--- src/hdl/xlb_pkg.sv ---
`timescale 1ns / 1ps
// Package for the XOR linear basis block: sizes, controller states and the
// command and status structs between the controller and the datapath. No dependencies.
package xlb_pkg;

    localparam int VEC_BITS = 61;
    localparam int POS_W    = $clog2(VEC_BITS);
    localparam logic [POS_W-1:0] TOP_POS = POS_W'(VEC_BITS - 1);

    typedef enum logic [1:0] {
        ST_IDLE = 2'b01,
        ST_WALK = 2'b10
    } xlb_state_t;

    typedef enum logic {
        OP_INSERT = 1'b0,
        OP_CHECK  = 1'b1
    } xlb_op_t;

    typedef struct packed {
        logic load;
        logic step;
        logic write_row;
        logic emit;
    } xlb_cmd_t;

    typedef struct packed {
        logic hit_empty;
        logic at_bottom;
        logic is_check;
        logic out_busy;
    } xlb_status_t;

endpackage

--- src/hdl/xor_linear_basis.sv ---
`timescale 1ns / 1ps
// Top level of the XOR linear basis block: a GF(2) basis of 61-bit vectors.
// Depends on xlb_pkg, xlb_ctrl, xlb_datapath (and through it xlb_ram).
//
//  Channel | Direction | tdata                      | tuser
//  --------+-----------+----------------------------+-----------------------------
//  s_      | request   | [60:0] value, [63:61] zero | [0] operation (0 ins, 1 chk)
//  m_      | result    | [0] in_span, [7:1] zero    | none
//
// An item is accepted in the idle state, then the walk visits bit positions in turn from
// bit 60 down, never below bit 0; no new request is taken until it is done. The walk reads
// one basis row a cycle from the row RAM's single read port; an insert stops where it
// is stored and a check stops at the first set bit with an empty row (in_span zero).
// Reset clears the row valid bits at once, with no clearing pass. A finished check
// holds its walk while an earlier result waits for m_tready; inserts give no result.
module xor_linear_basis
    import xlb_pkg::*;
(
    input  logic        aclk,
    input  logic        aresetn,
    input  logic        s_tvalid,
    output logic        s_tready,
    input  logic [63:0] s_tdata,   // [60:0] value, [63:61] zero padding
    input  logic        s_tuser,   // [0] operation
    output logic        m_tvalid,
    input  logic        m_tready,
    output logic [7:0]  m_tdata    // [0] in_span, [7:1] zero padding
);

    xlb_cmd_t    cmd;
    xlb_status_t status;
    logic        in_span;

    // The controller owns the sequence; the datapath does the reduction.
    xlb_ctrl u_ctrl (
        .aclk     (aclk),
        .aresetn  (aresetn),
        .s_tvalid (s_tvalid),
        .s_tready (s_tready),
        .status   (status),
        .cmd      (cmd)
    );

    // The padding bits of s_tdata above the vector are not used.
    xlb_datapath u_dp (
        .aclk        (aclk),
        .aresetn     (aresetn),
        .cmd         (cmd),
        .status      (status),
        .in_op       (s_tuser),
        .in_value    (s_tdata[VEC_BITS-1:0]),
        .out_valid   (m_tvalid),
        .out_ready   (m_tready),
        .out_in_span (in_span)
    );

    assign m_tdata = {7'b0, in_span};

endmodule

--- src/hdl/xlb_ram.sv ---
`timescale 1ns / 1ps
// Generic simple dual-port RAM: one write port and one read port with
// registered read data. No dependencies.
module xlb_ram #(
    parameter int WIDTH = 8,
    parameter int DEPTH = 16
) (
    input  logic                     aclk,
    input  logic                     we,
    input  logic [$clog2(DEPTH)-1:0] waddr,
    input  logic [WIDTH-1:0]         wdata,
    input  logic [$clog2(DEPTH)-1:0] raddr,
    output logic [WIDTH-1:0]         rdata
);

    logic [WIDTH-1:0] mem_reg [DEPTH];
    logic [WIDTH-1:0] rdata_reg;

    always_ff @(posedge aclk) begin
        if (we) begin
            mem_reg[waddr] <= wdata;
        end
        rdata_reg <= mem_reg[raddr];
    end

    assign rdata = rdata_reg;

endmodule

--- src/hdl/xlb_ctrl.sv ---
`timescale 1ns / 1ps
// Controller of the XOR linear basis block: sequences the walk over bit positions.
// Depends on xlb_pkg.
module xlb_ctrl
    import xlb_pkg::*;
(
    input  logic        aclk,
    input  logic        aresetn,
    input  logic        s_tvalid,
    output logic        s_tready,
    input  xlb_status_t status,
    output xlb_cmd_t    cmd
);

    xlb_state_t state_reg, state_next;

    always_comb begin
        state_next = state_reg;
        cmd        = '0;
        s_tready   = 1'b0;
        case (state_reg)
            ST_IDLE: begin
                s_tready = 1'b1;
                if (s_tvalid) begin
                    cmd.load   = 1'b1;
                    state_next = ST_WALK;
                end
            end
            ST_WALK: begin
                if (status.hit_empty || status.at_bottom) begin
                    if (status.is_check) begin
                        // Hold the walk until the result register is free.
                        if (!status.out_busy) begin
                            cmd.emit   = 1'b1;
                            state_next = ST_IDLE;
                        end
                    end else begin
                        cmd.write_row = status.hit_empty;
                        state_next    = ST_IDLE;
                    end
                end else begin
                    cmd.step = 1'b1;
                end
            end
            default: begin
                state_next = ST_IDLE;
            end
        endcase
    end

    always_ff @(posedge aclk) begin
        if (!aresetn) begin
            state_reg <= ST_IDLE;
        end else begin
            state_reg <= state_next;
        end
    end

endmodule

--- src/hdl/xlb_datapath.sv ---
`timescale 1ns / 1ps
// Datapath of the XOR linear basis block: working vector, position counter,
// row valid bits, basis row RAM and result register. Depends on xlb_pkg and xlb_ram.
module xlb_datapath
    import xlb_pkg::*;
(
    input  logic                aclk,
    input  logic                aresetn,
    input  xlb_cmd_t            cmd,
    output xlb_status_t         status,
    input  logic                in_op,
    input  logic [VEC_BITS-1:0] in_value,
    output logic                out_valid,
    input  logic                out_ready,
    output logic                out_in_span
);

    logic [VEC_BITS-1:0] v_reg, v_next;
    logic [POS_W-1:0]    pos_reg, pos_next;
    logic                op_reg, op_next;
    logic [VEC_BITS-1:0] valid_reg, valid_next;
    logic                out_valid_reg, out_valid_next;
    logic                in_span_reg, in_span_next;
    logic [VEC_BITS-1:0] row_data;
    logic                cur_bit;
    logic                cur_row_valid;

    assign cur_bit       = v_reg[pos_reg];
    assign cur_row_valid = valid_reg[pos_reg];

    assign status.hit_empty = cur_bit && !cur_row_valid;
    assign status.at_bottom = (pos_reg == '0);
    assign status.is_check  = (op_reg == OP_CHECK);
    assign status.out_busy  = out_valid_reg && !out_ready;

    // The read address is the next position, so the row is ready when the
    // walk reaches it.
    xlb_ram #(
        .WIDTH (VEC_BITS),
        .DEPTH (VEC_BITS)
    ) u_rows (
        .aclk  (aclk),
        .we    (cmd.write_row),
        .waddr (pos_reg),
        .wdata (v_reg),
        .raddr (pos_next),
        .rdata (row_data)
    );

    always_comb begin
        v_next         = v_reg;
        pos_next       = pos_reg;
        op_next        = op_reg;
        valid_next     = valid_reg;
        out_valid_next = out_valid_reg;
        in_span_next   = in_span_reg;

        if (cmd.load) begin
            v_next   = in_value;
            op_next  = in_op;
            pos_next = TOP_POS;
        end

        if (cmd.step) begin
            if (cur_bit && cur_row_valid) begin
                v_next = v_reg ^ row_data;
            end
            pos_next = pos_reg - POS_W'(1);
        end

        if (cmd.write_row) begin
            valid_next[pos_reg] = 1'b1;
        end

        if (cmd.emit) begin
            out_valid_next = 1'b1;
            in_span_next   = !status.hit_empty;
        end else if (out_ready) begin
            out_valid_next = 1'b0;
        end
    end

    always_ff @(posedge aclk) begin
        if (!aresetn) begin
            valid_reg     <= '0;
            out_valid_reg <= 1'b0;
        end else begin
            valid_reg     <= valid_next;
            out_valid_reg <= out_valid_next;
        end
        v_reg       <= v_next;
        pos_reg     <= pos_next;
        op_reg      <= op_next;
        in_span_reg <= in_span_next;
    end

    assign out_valid   = out_valid_reg;
    assign out_in_span = in_span_reg;

endmodule
--- config.mk ---
export PLATFORM = sky130hd
export DESIGN_NAME = xor_linear_basis
export DESIGN_NICKNAME = d
export VERILOG_FILES = /design/src/hdl/xlb_pkg.sv /design/src/hdl/xor_linear_basis.sv /design/src/hdl/xlb_ram.sv /design/src/hdl/xlb_ctrl.sv /design/src/hdl/xlb_datapath.sv
export SDC_FILE = /design/constraint.sdc
export NUM_CORES = 2
export LEC_CHECK = 0
export BUFFER_PORTS_ARGS = -buffer_cell sky130_fd_sc_hd__buf_2
export CAP_MARGIN = 0
export CORE_UTILIZATION = 25
export CTS_CLUSTER_SIZE = 8
export DETAILED_ROUTE_END_ITERATION = 6
export PLACE_DENSITY = 0.47
export REMOVE_ABC_BUFFERS = 1
export SLEW_MARGIN = 20
export SYNTH_ARGS = -nofsm -noshare
export SYNTH_HDL_FRONTEND = slang
export SYNTH_SLANG_ARGS = --single-unit
--- constraint.sdc ---
create_clock -name aclk -period 8 [get_ports aclk]
set_clock_uncertainty 0.1 [all_clocks]
set_input_delay 1.2 -clock aclk [delete_from_list [all_inputs] [get_ports aclk]]
set_output_delay 1.2 -clock aclk [all_outputs]
set_load 0.03 [all_outputs]
==> flow_summary.toml <==
[status]
status = "complete, no violations"

[clock_tree]
post_cts_buffers = 0
cts_tree = "yes"
h-tree-depth = 6
clk_pin_slew_ns = 0.05
hold_buffers = 0
clockBufferDepth = 4
ctsResizeCount = 0
clockRootBuffer = "clkbuf_16"
numCtsBuffers = 560
cts_sinks = 3915
insertion_delay_ns = 1.06

[global_routing]
antenna_found_initial = 35
grt_pass1_wl_mm = 660.8
grt_max_degree = 108
grt_pass1_vias = 78970
grtUsageTotal_pct = 15.92
grt_overflow = 0

[power_and_ir_drop]
p_leak_nw = 53.64
power.density_nw_per_um2 = 274.8
p_total_w = 0.04850
ir_drop_mv = 0.2111

[logic_synthesis]
netlist_area_um2 = 147700
synthTopCellsByArea = "edfxtp_1 76%, mux4_2 14%, dfxtp_1 2.6%"
synth_flop_cell = "edfxtp_1"
ys.warnings.count = 0
synthesis.instances = 6694
synth_edf_count = 3723
ys_seq_elements = 3915
yosysTopAreaCellShare_pct = 75.68
synthArstFlopShare_pct = 0
synth_largest_area_cell = "edfxtp_1"
synth.avg_cell_area_um2 = 22.07
seq_area_frac_synth_pct = 78.29
synth_cell_type_count = 67

[setup_path]
crit_type = "reg2reg"
critPathCaptureType = "flop"
critical_path_arrival_ns = 7.81
required_ns = 8.81
critPathLaunchType = "flop"
cp_max_fo = 90

[finish]
final_common_cell = "edfxtp_1"
area_growth_pct = 19.50
final_cell_mix = "3723 x edfxtp_1, 907 x mux4_2, 576 x clkbuf_16"
fin_nets = 7308
post-route-util_pct = 30.06
drive_gt1_share_pct = 27.96
final_cell_count_no_fill = 15430
largest_register_ffs = 3721

[sta]
min_period_ns = 7.008
drv_slew = 0
finalCritPeriodShare_pct = 87.59
worst_pin_slew_ns = 1.289
setup_viol = 0
final-hold-violation-count = 0
fmax_ghz = 0.1427
grt_setup_unrepaired = "false"
relSlewSlack_pct = 14.10

[floorplan]
num_io_pins = 79
die_h_um = 770.7
die_area_um2 = 593900
start_util_pct = 25.16
fp-row-count = 281
core_um2 = 587200
die_w_um = 770.7

[place]
dp.cells = 14460
globalplace.congestion = 0.8030
dp_hpwl_mm = 243.7
io_buffers = 68

[hold_path]
hold_path.class = "in2reg"

[route]
drc_errors = 0
ant_nets = 0
drt_pre_antenna_iters = 5
first_iter_violations = 8989
wl_per_cell_um = 31.48
viasPerCell = 4.973
routed_wl_mm = 485.9
num_vias = 76750

[job]
maxCapViolCount = 0
==> report_power, final <==
| group | leakage, nW | internal [W] | switching (W) |
|---|---|---|---|
| Sequential | 34.8 | 0.0233 | 0.000328 |
| Clock | 7.88 | 0.0134 | 0.00887 |
| Combinational | 11.0 | 0.000885 | 0.00167 |
| Total | 53.6 | 0.0376 | 0.0109 |
==> cell type report <==
| type | count | area (um^2) |
|---|---|---|
| multi-input combinational | 2354 | 30520 |
| fill | 56530 | 410600 |
| tap | 7782 | 9737 |
| inverter | 25 | 111.4 |
| clock inverter | 41 | 788.3 |
| antenna | 6 | 15.01 |
| timing repair buffer | 382 | 3835 |
| clock buffer | 929 | 15760 |
| sequential | 3915 | 115700 |
==> metrics by stage <==
| stage | worst slack (ns) | instance area, um^2 | setup TNS [ns] | hold WS, ns |
|---|---|---|---|---|
| after floorplan | -16.87 | 145700 | -1235.39 | 0.3325 |
| after global placement | 1.225 | 159900 | 0 | 0.3418 |
| after detailed placement | 1.273 | 159900 | 0 | 0.3502 |
| after CTS | 1.226 | 176500 | 0 | 0.2560 |
| after global routing | 0.6373 | 176500 | 0 | 0.3142 |
| final | 0.9924 | 176500 | 0 | 0.3334 |
==> cell families (layout without fill, tap and decap cells) <==
kind of cell	after synthesis	in the layout	share of synthesized area (%)
compound gates	728	728	3.935
mux	938	938	14.05
other cells	1	13	0.002539
fa+ha+maj	1	1	0.008469
buf+inv	431	1377	1.438
simple gates	680	680	2.277
flops	3915	3915	78.29
==> worst paths after layout <==
check / startpoint / end / slack, ns / cells past startpoint
setup / recovery: u_dp.pos_reg[1] / u_dp.u_rows.rdata[22] / 0.99 / 15
hold / removal: s_tdata[48] / u_dp.v_reg[48] / 0.33 / 2
setup reg to reg: u_dp.pos_reg[1] / u_dp.u_rows.rdata[22] / 0.99 / 15
hold reg to reg: u_dp.valid_reg[50] / u_dp.valid_reg[50] / 0.36 / 1
==> per-layer routing <==
layer / global-route usage [%] / vias to the layer above / wire length (um)
li1: - / 29860 / -
met1: 22.22 / 42820 / 208000
met2: 25.80 / 3315 / 230700
met3: 2.598 / 747 / 34580
met4: 4.205 / 4 / 12590
met5: 0 / - / 27
==> synthesized netlist by cell type, types with 5 or more instances <==
cell       count
o21ai_0        6
clkbuf_1     224
or2_2          5
nor2b_1       11
buf_2         51
inv_1         19
and4_1        60
a22oi_1      432
buf_1         21
dfxtp_1      192
a221oi_1      76
buf_4        102
nand3_1      251
nor2_1       198
nand2_1      103
o21a_1        62
o221a_2       61
nor3_1        14
o2111ai_1     10
mux4_2       907
buf_6          8
mux2_2        15
a21oi_1       17
o211ai_1      16
mux2i_1       16
nand3b_1      10
o22ai_1        5
edfxtp_1    3723
==> worst max-delay path, cell delays in order (launching register included) <==
cell       delay, ns
dfxtp_2         0.88
buf_4           0.42
nor2b_1         0.78
a221oi_1        0.20
o22ai_1         0.25
a22oi_1         0.15
o2111ai_1       0.69
a21boi_1        0.33
a21oi_2         0.73
inv_8           0.55
buf_12          0.41
buf_12          0.23
mux4_2          0.31
a221oi_1        0.40
nand2_1         0.13
and4_1          0.17
No activity file was read; power rests on OpenSTA's default activity.
